--- config.mk ---
export PLATFORM = sky130hd
export DESIGN_NAME = multilevel_priority_queue_top
export DESIGN_NICKNAME = d
export VERILOG_FILES = /design/src/hdl/mpq_pkg.sv /design/src/hdl/mpq_ram.sv /design/src/hdl/multilevel_priority_queue_top.sv
export VERILOG_INCLUDE_DIRS = /design/src /design/src/hdl
export SDC_FILE = /design/constraint.sdc
export NUM_CORES = 2
export LEC_CHECK = 0
export BUFFER_PORTS_ARGS = -buffer_cell sky130_fd_sc_hd__buf_4
export CORE_MARGIN = 1
export CORE_UTILIZATION = 25
export CTS_CLUSTER_DIAMETER = 30
export CTS_CLUSTER_SIZE = 20
export DETAILED_ROUTE_END_ITERATION = 10
export GPL_ROUTABILITY_DRIVEN = 0
export PLACE_DENSITY = 0.36
export SETUP_SLACK_MARGIN = 0.2
export SYNTH_ARGS = -nofsm -noshare
export SYNTH_HDL_FRONTEND = slang
export SYNTH_SLANG_ARGS = --single-unit
--- constraint.sdc ---
create_clock -name i_clk -period 7.1 [get_ports i_clk]
set_input_delay 1.42 -clock i_clk [delete_from_list [all_inputs] [get_ports i_clk]]
set_output_delay 1.42 -clock i_clk [all_outputs]
set_load 0.02 [all_outputs]
--- src/hdl/assert_macros.svh ---
// assertion helpers shared by the rtl, clocked on i_clk, quiet during reset
`ifndef ASSERT_MACROS_SVH
`define ASSERT_MACROS_SVH

// property holds at every clock edge
`define ASSERT_ALWAYS(label, prop, msg) \
    label: assert property (@(posedge i_clk) disable iff (!i_rst_n) (prop)) \
        else $error(msg);

// consequent holds in the same cycle as the antecedent
`define ASSERT_IMPLY(label, cond, prop, msg) \
    label: assert property (@(posedge i_clk) disable iff (!i_rst_n) (cond) |-> (prop)) \
        else $error(msg);

`endif

--- src/hdl/mpq_pkg.sv ---
`timescale 1ns / 1ps
`default_nettype none

package mpq_pkg;

    localparam int LEVELS_DEF     = 16;
    localparam int CAPACITY_DEF   = 64;
    localparam int ELEM_WIDTH_DEF = 32;

    localparam int LEVEL_W  = 4;
    localparam int STATUS_W = 2;

    localparam logic [LEVEL_W-1:0] LOWEST_RESET = 4'd15;

    typedef enum logic [STATUS_W-1:0] {
        ST_OK        = 2'd0,
        ST_BAD_LEVEL = 2'd1,
        ST_FULL      = 2'd2,
        ST_EMPTY     = 2'd3
    } t_status;

    typedef enum logic [0:0] {
        OP_ENQ = 1'b0,
        OP_DEQ = 1'b1
    } t_op;

    typedef enum logic [3:0] {
        S_IDLE,
        S_ENQ0,
        S_ENQ1,
        S_DEQ0,
        S_DEQ1,
        S_DEQ2,
        S_SCAN,
        S_HEAD0,
        S_HEAD1,
        S_DONE
    } t_state;

endpackage

`default_nettype wire

--- src/hdl/mpq_ram.sv ---
`timescale 1ns / 1ps
`default_nettype none

module mpq_ram #(
    parameter int WIDTH = 8,
    parameter int DEPTH = 16
) (
    input  logic                     i_clk,
    input  logic                     i_we,
    input  logic [$clog2(DEPTH)-1:0] i_waddr,
    input  logic [WIDTH-1:0]         i_wdata,
    input  logic [$clog2(DEPTH)-1:0] i_raddr,
    output logic [WIDTH-1:0]         o_rdata
);

    logic [WIDTH-1:0] r_mem [DEPTH];
    logic [WIDTH-1:0] r_rdata;

    always_ff @(posedge i_clk) begin
        if (i_we) begin
            r_mem[i_waddr] <= i_wdata;
        end
        r_rdata <= r_mem[i_raddr];
    end

    assign o_rdata = r_rdata;

endmodule

`default_nettype wire

--- src/hdl/multilevel_priority_queue_top.sv ---
`timescale 1ns / 1ps
`default_nettype none
`include "assert_macros.svh"

// Priority queue with one FIFO per level (level 0 most urgent) over a shared
// store of CAPACITY slots, linked through simple dual-port memories with
// registered reads. One transaction is worked on at a time; a dequeue that
// empties the most urgent level adds a search for the next non-empty level,
// one level per cycle; rejected and empty-queue transactions finish sooner
// than accepted ones. The time each takes is set by the chained registered
// reads of the head link and element memories and by the level search. Every
// transaction returns one result with the queue state after it; the result sits
// in an output register, so a new transaction is taken while it waits. The free
// slot FIFO needs no clearing pass after reset: a fill count marks entries that
// still hold their initial slot number. lowest_level is to be changed only while
// the queue is empty; the block itself does not enforce it.
module multilevel_priority_queue_top #(
    parameter int LEVELS     = mpq_pkg::LEVELS_DEF,
    parameter int CAPACITY   = mpq_pkg::CAPACITY_DEF,
    parameter int ELEM_WIDTH = mpq_pkg::ELEM_WIDTH_DEF
) (
    input  logic                               i_clk,
    input  logic                               i_rst_n,
    input  logic                               i_cfg_we,
    input  logic [mpq_pkg::LEVEL_W-1:0]        i_cfg_data,
    input  logic                               i_in_valid,
    output logic                               o_in_stall,
    input  logic                               i_operation,
    input  logic [ELEM_WIDTH-1:0]              i_element,
    input  logic [mpq_pkg::LEVEL_W-1:0]        i_level,
    output logic                               o_out_valid,
    input  logic                               i_out_stall,
    output logic [mpq_pkg::STATUS_W-1:0]       o_status,
    output logic [ELEM_WIDTH-1:0]              o_removed_element,
    output logic [ELEM_WIDTH-1:0]              o_head_element,
    output logic [mpq_pkg::LEVEL_W-1:0]        o_head_level,
    output logic [$clog2(CAPACITY+1)-1:0]      o_count,
    output logic                               o_is_empty
);

    import mpq_pkg::*;

    localparam int SLOT_W = $clog2(CAPACITY);
    localparam int LVL_AW = $clog2(LEVELS);
    localparam int CNT_W  = $clog2(CAPACITY+1);

    t_state                r_state, n_state;
    t_op                   r_op, n_op;
    logic [ELEM_WIDTH-1:0] r_elem, n_elem;
    logic [LEVEL_W-1:0]    r_level, n_level;
    t_status               r_status, n_status;
    logic [ELEM_WIDTH-1:0] r_removed, n_removed;
    logic [LEVEL_W-1:0]    r_lowest, n_lowest;
    logic [LEVELS-1:0]     r_nonempty, n_nonempty;
    logic [CNT_W-1:0]      r_count, n_count;
    logic [LEVEL_W-1:0]    r_best, n_best;
    logic [LEVEL_W-1:0]    r_scan, n_scan;
    logic [SLOT_W-1:0]     r_free_rd, n_free_rd;
    logic [CNT_W-1:0]      r_fill, n_fill;

    logic                  r_out_valid, n_out_valid;
    t_status               r_o_status, n_o_status;
    logic [ELEM_WIDTH-1:0] r_o_removed, n_o_removed;
    logic [ELEM_WIDTH-1:0] r_o_head_elem, n_o_head_elem;
    logic [LEVEL_W-1:0]    r_o_head_level, n_o_head_level;
    logic [CNT_W-1:0]      r_o_count, n_o_count;
    logic                  r_o_empty, n_o_empty;

    logic [LVL_AW-1:0]     lvl_idx, best_idx, scan_idx;
    logic                  reject, full, fl_fresh, last;
    logic                  idle_busy;
    logic [SLOT_W-1:0]     new_slot, rd_next, free_wr_pos;
    logic [SLOT_W:0]       free_wr_sum;
    logic [CNT_W-1:0]      cnt_dec;

    logic                  es_we, nl_we, lh_we, lt_we, fl_we;
    logic [LVL_AW-1:0]     lh_waddr, lt_raddr;
    logic [SLOT_W-1:0]     lh_wdata;
    logic [ELEM_WIDTH-1:0] es_rdata;
    logic [SLOT_W-1:0]     nl_rdata, lh_rdata, lt_rdata, fl_rdata;

    assign lvl_idx  = LVL_AW'(r_level);
    assign best_idx = LVL_AW'(r_best);
    assign scan_idx = LVL_AW'(r_scan);

    assign reject   = (r_level > r_lowest) || (32'(r_level) >= LEVELS);
    assign full     = (r_count == CNT_W'(CAPACITY));
    assign fl_fresh = (CNT_W'(r_free_rd) >= r_fill);
    assign new_slot = fl_fresh ? r_free_rd : fl_rdata;
    assign rd_next  = (r_free_rd == SLOT_W'(CAPACITY-1)) ? '0 : r_free_rd + 1'b1;
    assign cnt_dec  = r_count - 1'b1;
    assign last     = (lh_rdata == lt_rdata);

    assign idle_busy = (r_state == S_IDLE) && (r_count != '0);

    // tail of the free slot fifo
    assign free_wr_sum = (SLOT_W+1)'(r_free_rd) + (SLOT_W+1)'(CNT_W'(CAPACITY) - r_count);
    assign free_wr_pos = (free_wr_sum >= (SLOT_W+1)'(CAPACITY))
                       ? SLOT_W'(free_wr_sum - (SLOT_W+1)'(CAPACITY))
                       : SLOT_W'(free_wr_sum);

    assign lt_raddr = (r_op == OP_ENQ) ? lvl_idx : best_idx;

    mpq_ram #(.WIDTH(ELEM_WIDTH), .DEPTH(CAPACITY)) u_elem_ram (
        .i_clk   (i_clk),
        .i_we    (es_we),
        .i_waddr (new_slot),
        .i_wdata (r_elem),
        .i_raddr (lh_rdata),
        .o_rdata (es_rdata)
    );

    mpq_ram #(.WIDTH(SLOT_W), .DEPTH(CAPACITY)) u_link_ram (
        .i_clk   (i_clk),
        .i_we    (nl_we),
        .i_waddr (lt_rdata),
        .i_wdata (new_slot),
        .i_raddr (lh_rdata),
        .o_rdata (nl_rdata)
    );

    mpq_ram #(.WIDTH(SLOT_W), .DEPTH(LEVELS)) u_head_ram (
        .i_clk   (i_clk),
        .i_we    (lh_we),
        .i_waddr (lh_waddr),
        .i_wdata (lh_wdata),
        .i_raddr (best_idx),
        .o_rdata (lh_rdata)
    );

    mpq_ram #(.WIDTH(SLOT_W), .DEPTH(LEVELS)) u_tail_ram (
        .i_clk   (i_clk),
        .i_we    (lt_we),
        .i_waddr (lvl_idx),
        .i_wdata (new_slot),
        .i_raddr (lt_raddr),
        .o_rdata (lt_rdata)
    );

    mpq_ram #(.WIDTH(SLOT_W), .DEPTH(CAPACITY)) u_free_ram (
        .i_clk   (i_clk),
        .i_we    (fl_we),
        .i_waddr (free_wr_pos),
        .i_wdata (lh_rdata),
        .i_raddr (r_free_rd),
        .o_rdata (fl_rdata)
    );

    always_comb begin
        n_state        = r_state;
        n_op           = r_op;
        n_elem         = r_elem;
        n_level        = r_level;
        n_status       = r_status;
        n_removed      = r_removed;
        n_lowest       = r_lowest;
        n_nonempty     = r_nonempty;
        n_count        = r_count;
        n_best         = r_best;
        n_scan         = r_scan;
        n_free_rd      = r_free_rd;
        n_fill         = r_fill;
        n_out_valid    = r_out_valid && i_out_stall;
        n_o_status     = r_o_status;
        n_o_removed    = r_o_removed;
        n_o_head_elem  = r_o_head_elem;
        n_o_head_level = r_o_head_level;
        n_o_count      = r_o_count;
        n_o_empty      = r_o_empty;
        es_we          = 1'b0;
        nl_we          = 1'b0;
        lh_we          = 1'b0;
        lt_we          = 1'b0;
        fl_we          = 1'b0;
        lh_waddr       = lvl_idx;
        lh_wdata       = new_slot;

        if (i_cfg_we) begin
            n_lowest = i_cfg_data;
        end

        case (r_state)
            S_IDLE: begin
                if (i_in_valid) begin
                    n_op      = t_op'(i_operation);
                    n_elem    = i_element;
                    n_level   = i_level;
                    n_status  = ST_OK;
                    n_removed = '0;
                    n_state   = (t_op'(i_operation) == OP_DEQ) ? S_DEQ0 : S_ENQ0;
                end
            end
            S_ENQ0: begin
                if (reject) begin
                    n_status = ST_BAD_LEVEL;
                    n_state  = (r_count == '0) ? S_DONE : S_HEAD0;
                end else if (full) begin
                    n_status = ST_FULL;
                    n_state  = S_HEAD0;
                end else begin
                    n_state = S_ENQ1;
                end
            end
            S_ENQ1: begin
                es_we = 1'b1;
                lt_we = 1'b1;
                if (r_nonempty[lvl_idx]) begin
                    nl_we = 1'b1;
                end else begin
                    lh_we = 1'b1;
                end
                n_nonempty[lvl_idx] = 1'b1;
                if (r_count == '0 || r_level < r_best) begin
                    n_best = r_level;
                end
                n_count   = r_count + 1'b1;
                n_free_rd = rd_next;
                n_state   = S_HEAD0;
            end
            S_DEQ0: begin
                if (r_count == '0) begin
                    n_status = ST_EMPTY;
                    n_state  = S_DONE;
                end else begin
                    n_state = S_DEQ1;
                end
            end
            S_DEQ1: begin
                n_state = S_DEQ2;
            end
            S_DEQ2: begin
                n_removed = es_rdata;
                if (last) begin
                    n_nonempty[best_idx] = 1'b0;
                end else begin
                    lh_we    = 1'b1;
                    lh_waddr = best_idx;
                    lh_wdata = nl_rdata;
                end
                fl_we = 1'b1;
                if (r_fill != CNT_W'(CAPACITY)) begin
                    n_fill = r_fill + 1'b1;
                end
                n_count = cnt_dec;
                if (cnt_dec == '0) begin
                    n_best  = '0;
                    n_state = S_DONE;
                end else if (last) begin
                    n_scan  = r_best;
                    n_state = S_SCAN;
                end else begin
                    n_state = S_HEAD0;
                end
            end
            S_SCAN: begin
                if (r_nonempty[scan_idx]) begin
                    n_best  = r_scan;
                    n_state = S_HEAD0;
                end else begin
                    n_scan = r_scan + 1'b1;
                end
            end
            S_HEAD0: begin
                n_state = S_HEAD1;
            end
            S_HEAD1: begin
                n_state = S_DONE;
            end
            S_DONE: begin
                if (!r_out_valid || !i_out_stall) begin
                    n_out_valid    = 1'b1;
                    n_o_status     = r_status;
                    n_o_removed    = r_removed;
                    n_o_head_elem  = (r_count == '0) ? '0 : es_rdata;
                    n_o_head_level = (r_count == '0) ? '0 : r_best;
                    n_o_count      = r_count;
                    n_o_empty      = (r_count == '0);
                    n_state        = S_IDLE;
                end
            end
            default: begin
                n_state = S_IDLE;
            end
        endcase
    end

    always_ff @(posedge i_clk) begin
        if (!i_rst_n) begin
            r_state     <= S_IDLE;
            r_lowest    <= LOWEST_RESET;
            r_nonempty  <= '0;
            r_count     <= '0;
            r_best      <= '0;
            r_free_rd   <= '0;
            r_fill      <= '0;
            r_out_valid <= 1'b0;
        end else begin
            r_state     <= n_state;
            r_lowest    <= n_lowest;
            r_nonempty  <= n_nonempty;
            r_count     <= n_count;
            r_best      <= n_best;
            r_free_rd   <= n_free_rd;
            r_fill      <= n_fill;
            r_out_valid <= n_out_valid;
        end
    end

    always_ff @(posedge i_clk) begin
        r_op           <= n_op;
        r_elem         <= n_elem;
        r_level        <= n_level;
        r_status       <= n_status;
        r_removed      <= n_removed;
        r_scan         <= n_scan;
        r_o_status     <= n_o_status;
        r_o_removed    <= n_o_removed;
        r_o_head_elem  <= n_o_head_elem;
        r_o_head_level <= n_o_head_level;
        r_o_count      <= n_o_count;
        r_o_empty      <= n_o_empty;
    end

    assign o_in_stall        = (r_state != S_IDLE);
    assign o_out_valid       = r_out_valid;
    assign o_status          = r_o_status;
    assign o_removed_element = r_o_removed;
    assign o_head_element    = r_o_head_elem;
    assign o_head_level      = r_o_head_level;
    assign o_count           = r_o_count;
    assign o_is_empty        = r_o_empty;

    `ASSERT_IMPLY(a_empty_no_levels, r_count == '0, r_nonempty == '0, "levels marked while empty")
    `ASSERT_IMPLY(a_best_nonempty, idle_busy, r_nonempty[best_idx], "best level is empty")
    `ASSERT_IMPLY(a_scan_has_items, r_state == S_SCAN, r_count != '0, "search on empty queue")
    `ASSERT_ALWAYS(a_count_bound, r_count <= CNT_W'(CAPACITY), "count beyond capacity")
    `ASSERT_ALWAYS(a_fill_bound, r_fill <= CNT_W'(CAPACITY), "fill beyond capacity")

endmodule

`default_nettype wire

==> qor.txt <==
===============================================================================================
Placed insts .....................................................................        12.4k
Warnings, synthesis ..............................................................            0
Post-DP Area .....................................................................  0.136 sq mm
Delay-heaviest family, CP ........................................................ compound AO/OA/AOI/OAI gates
Global-route wire length before repair ...........................................    549000 um
Share of the core filled with cells in the final layout ..........................        32.9%
Clock input transition at the sequential cells of the worst setup and hold paths .        40 ps
Arrival @ worst endpoint .........................................................      5470 ps
IO Port Bufs .....................................................................          125
Post-synthesis to final-layout area growth .......................................        31.2%
Maximum clock rate ...............................................................      210 MHz
Category of the worst setup path capture point ...................................    flip-flop
Vias in the first global route ...................................................        67.9k
Sequential power share ...........................................................        30.8%
Worst stage delay on the critical path ...........................................       800 ps
Combined area of the multi-input logic cells ..................................... 0.0281 sq mm
Async set-reset flop share out of synthesis ......................................           0%
Ratio of final minimum period to clock period ....................................        67.1%
Vias post-DR .....................................................................        63.0k
Post-cts hold buffer count .......................................................            0
Max-cap viol count ...............................................................            0
Transition time at the pin with the least slew margin ............................      1290 ps
Number of max-slew violations in the final report ................................            0
Startpoint type of the worst setup path ..........................................    flip-flop
Clock root cell ..................................................................    clkbuf_16
Starting utilization of the core area ............................................        25.1%
Logic gate share of total power ..................................................        20.8%
Outcome .......................................................................... finished, final reports clean
Setup repair after global routing missed its margin ..............................        false
Required arrival time at the worst endpoint ......................................      7810 ps
Number of antenna violations at the first check in global routing ................           33
Setup-violating endpoint count in the final report ...............................            0
CTS max path bufs ................................................................            4
Horizontal die dimension .........................................................       711 um
Syn_area_per_cell ................................................................   22.3 sq um
Overall track demand over capacity in global routing .............................        15.3%
Fraction of layout instances using a drive strength above 1 ......................        37.1%
Total area of sequential cells ................................................... 0.0971 sq mm
Vias per cell ....................................................................         4.53
Sum of negative setup slack ......................................................         0 ps
Share of synthesized area occupied by flip-flops and latches .....................        77.1%
Unique masters post-synth ........................................................           72
Power Dens Cells .................................................................  475 mW/mm^2
Flip-flop and latch count after synthesis ........................................         3266
CP Class .........................................................................      reg2reg
Start point of the worst hold path ............................................... r_removed[29]$_SDFFCE_PN0P_
Hold endpoint .................................................................... o_removed_element[29]$_DFFE_PP_
FF-to-FF Start ................................................................... r_free_rd[4]$_SDFFE_PN0P_
Clock power frac .................................................................        48.5%
Maximum vdd ir drop ..............................................................     0.266 mV
Clock sinks ......................................................................         3266
Sw frac ..........................................................................        29.1%
Die Footprint ....................................................................  0.506 sq mm
Combined area of all synthesized cells ...........................................  0.126 sq mm
Final Cell Area ..................................................................  0.165 sq mm
Worst R2R End .................................................................... u_elem_ram.r_mem[18][17]$_DFFE_PP_
Post-Route WL ....................................................................    396000 um
Switching power of the nets ......................................................     0.0229 W
Filler instances .................................................................        47.2k
Post-route insts no fill .........................................................        13.9k
H-Tree Level Count ...............................................................            6
Number of hold violations in the final report ....................................            0
Total nets after synthesis .......................................................         5711
Number of instances on the worst hold path .......................................            0
Final routed wire length divided by cell count ...................................      28.4 um
Clock insertion delay at the later pin of the skew report ........................      1120 ps
Internal reg-to-reg setup slack ..................................................      2340 ps
Y dimension of the die ...........................................................       711 um
Buffer and inverter count on the worst path ......................................            2
HPWL after detailed placement ....................................................    234000 um
Final Total Pwr ..................................................................     0.0785 W
Relative slew margins ............................................................        13.3%
CTS buffer count .................................................................          823
Final critical path time including I/O delays and setup ..........................      4760 ps
Top_reg_cell synth ...............................................................     edfxtp_1
CP Max Fanout ....................................................................           22
Highest-count cells in the layout ignoring fill and taps ......................... 3161 x edfxtp_1, 915 x mux4_2, 829 x clkbuf_16
Cell count of the worst reg-to-reg path ..........................................            8
Overflow left after global routing ...............................................            0
Largest net degree at the start of global routing ................................           85
Worst-case clock skew ............................................................      82.4 ps
Core outline area ................................................................  0.501 sq mm
Most common library cell in the layout ignoring fill and taps ....................     edfxtp_1
Int Power ........................................................................     0.0556 W
Count of pins on the block boundary ..............................................          126
Leakage ..........................................................................      53.3 nW
DR iter-0 viols ..................................................................         5662
Layout Nets ......................................................................         6577
Crit path max-delay cell type ....................................................     o21bai_2
CTS-repair resized insts .........................................................            0
Post-Syn Instances ...............................................................         5638
Worst hold path type .............................................................      reg2reg
Total number of placement rows ...................................................          260
Antenna violation net count after detailed routing ...............................            0
Number of flops mapped to enable cells by yosys ..................................         3161
Number of setup buffers added after CTS ..........................................            0
TritonCTS clock tree .............................................................        built
Number of search-and-repair iterations in the first detailed-routing pass ........            5
Number of design rule violations left after detail routing .......................            0
Cell-by-cell listing of the critical path ........................................ ha_1 > o21a_1 > o21ai_0 > o21bai_2 > nand2_4 > buf_12 > mux2i_4 > buf_4
===============================================================================================
[metrics by stage]
| step | setup slack, ps | hold slack, ps |
|---|---|---|
| after floorplan | 870 | 400 |
| after global placement | 2290 | 406 |
| after detailed placement | 2220 | 405 |
| after CTS | 2210 | 348 |
| after global routing | 2060 | 391 |
| final | 2340 | 381 |
[state kept, by name, indices dropped and copies added, names as in the netlist, 16 cells and up]
register and flops:
r_removed 32, u_elem_ram.o_rdata 32, u_link_ram.r_mem 384, r_nonempty 16, u_head_ram.r_mem 96, u_elem_ram.r_mem 2048, o_removed_element 32, o_head_element 32
u_free_ram.r_mem 384, r_elem 32, u_tail_ram.r_mem 96
[power groups by stage]
| stage | sequential (W) | clock [W] | combinational, W |
|---|---|---|---|
| floorplan | 0.0241 | 0 | 0.00931 |
| global placement | 0.0245 | 0 | 0.0168 |
| detailed placement | 0.0245 | 0 | 0.0168 |
| CTS | 0.0242 | 0.0387 | 0.0169 |
| global route | 0.0242 | 0.0397 | 0.0173 |
| finish | 0.0241 | 0.0380 | 0.0163 |
[layer usage]
layer  routed length [um]  vias up  part of all wire [%]  GRT usage (%)
met5                    0        -                     0              0
met4                 8870        0                   2.2           4.00
met3                21000      590                   5.3           2.87
met2               189000     1940                    48           24.8
met1               177000    34415                    45           21.1
li1                     -    26046                     -              -
[synthesized netlist by cell type (9+ instances only)]
| cell | count | area, sq um |
|---|---|---|
| buf_1 | 24 | 90.1 |
| buf_2 | 106 | 531 |
| nand2b_1 | 13 | 81.3 |
| nand2_1 | 150 | 563 |
| a31oi_1 | 16 | 100 |
| dfxtp_1 | 105 | 2100 |
| inv_1 | 33 | 124 |
| nand4_1 | 13 | 81.3 |
| edfxtp_1 | 3161 | 94900 |
| nor3_1 | 25 | 125 |
| o21ai_1 | 11 | 55.1 |
| and2_1 | 36 | 225 |
| clkbuf_1 | 162 | 608 |
| nor2b_1 | 27 | 169 |
| ha_1 | 26 | 325 |
| xnor2_1 | 22 | 193 |
| mux4_2 | 915 | 20600 |
| a211oi_1 | 16 | 120 |
| mux2i_1 | 82 | 821 |
| a21oi_1 | 39 | 195 |
| nand3_1 | 38 | 190 |
| o22ai_1 | 51 | 319 |
| a22oi_1 | 71 | 533 |
| nor3b_1 | 9 | 67.6 |
| o21ai_0 | 40 | 200 |
| nor2_1 | 257 | 965 |
| o211ai_1 | 22 | 165 |
| and3_1 | 42 | 263 |
[cells by family (layout without fill, tap and decap cells)]
kind of cell / after synthesis / after routing / share of synthesized area, %
AO/OA/AOI/OAI: 332 / 332 / 1.80
XOR/XNOR: 29 / 29 / 0.202
other: 0 / 15 / 0
buffers and inverters: 341 / 1922 / 1.19
multiplexers: 999 / 999 / 17.0
flip-flops: 3266 / 3266 / 77.1
adder cells (fa/ha/maj): 27 / 27 / 0.274
AND/OR/NAND/NOR: 644 / 644 / 2.38
[cell type report]
type / instances / share of cell area [%]
Antenna cell: 15 / 0.0227
Sequential cell: 3266 / 58.8
Clock buffer: 950 / 12.9
Timing Repair Buffer: 348 / 1.70
Inverter: 34 / 0.0773
Clock inverter: 590 / 4.42
Tap cell: 6681 / 5.06
Multi-Input combinational cell: 2031 / 17.0
[how the worst max path moves through the flow]
stage / from / endpoint / slack [ps] / cells after the start
3_3_place_gp: r_free_rd[4]$_SDFFE_PN0P_ / u_elem_ram.r_mem[18][13]$_DFFE_PP_ / 2290 / 8
3_5_place_dp: r_free_rd[4]$_SDFFE_PN0P_ / u_elem_ram.r_mem[18][13]$_DFFE_PP_ / 2220 / 8
5_1_grt: r_free_rd[0]$_SDFFE_PN0P_ / u_elem_ram.r_mem[18][17]$_DFFE_PP_ / 2060 / 10
6_report: r_free_rd[4]$_SDFFE_PN0P_ / u_elem_ram.r_mem[18][17]$_DFFE_PP_ / 2340 / 8
4_1_cts: r_free_rd[4]$_SDFFE_PN0P_ / u_elem_ram.r_mem[18][6]$_DFFE_PP_ / 2210 / 8
2_1_floorplan: r_free_rd[0]$_SDFFE_PN0P_ / u_elem_ram.r_mem[48][0]$_DFFE_PP_ / 870 / 11
(Power assumes the default switching activity.)
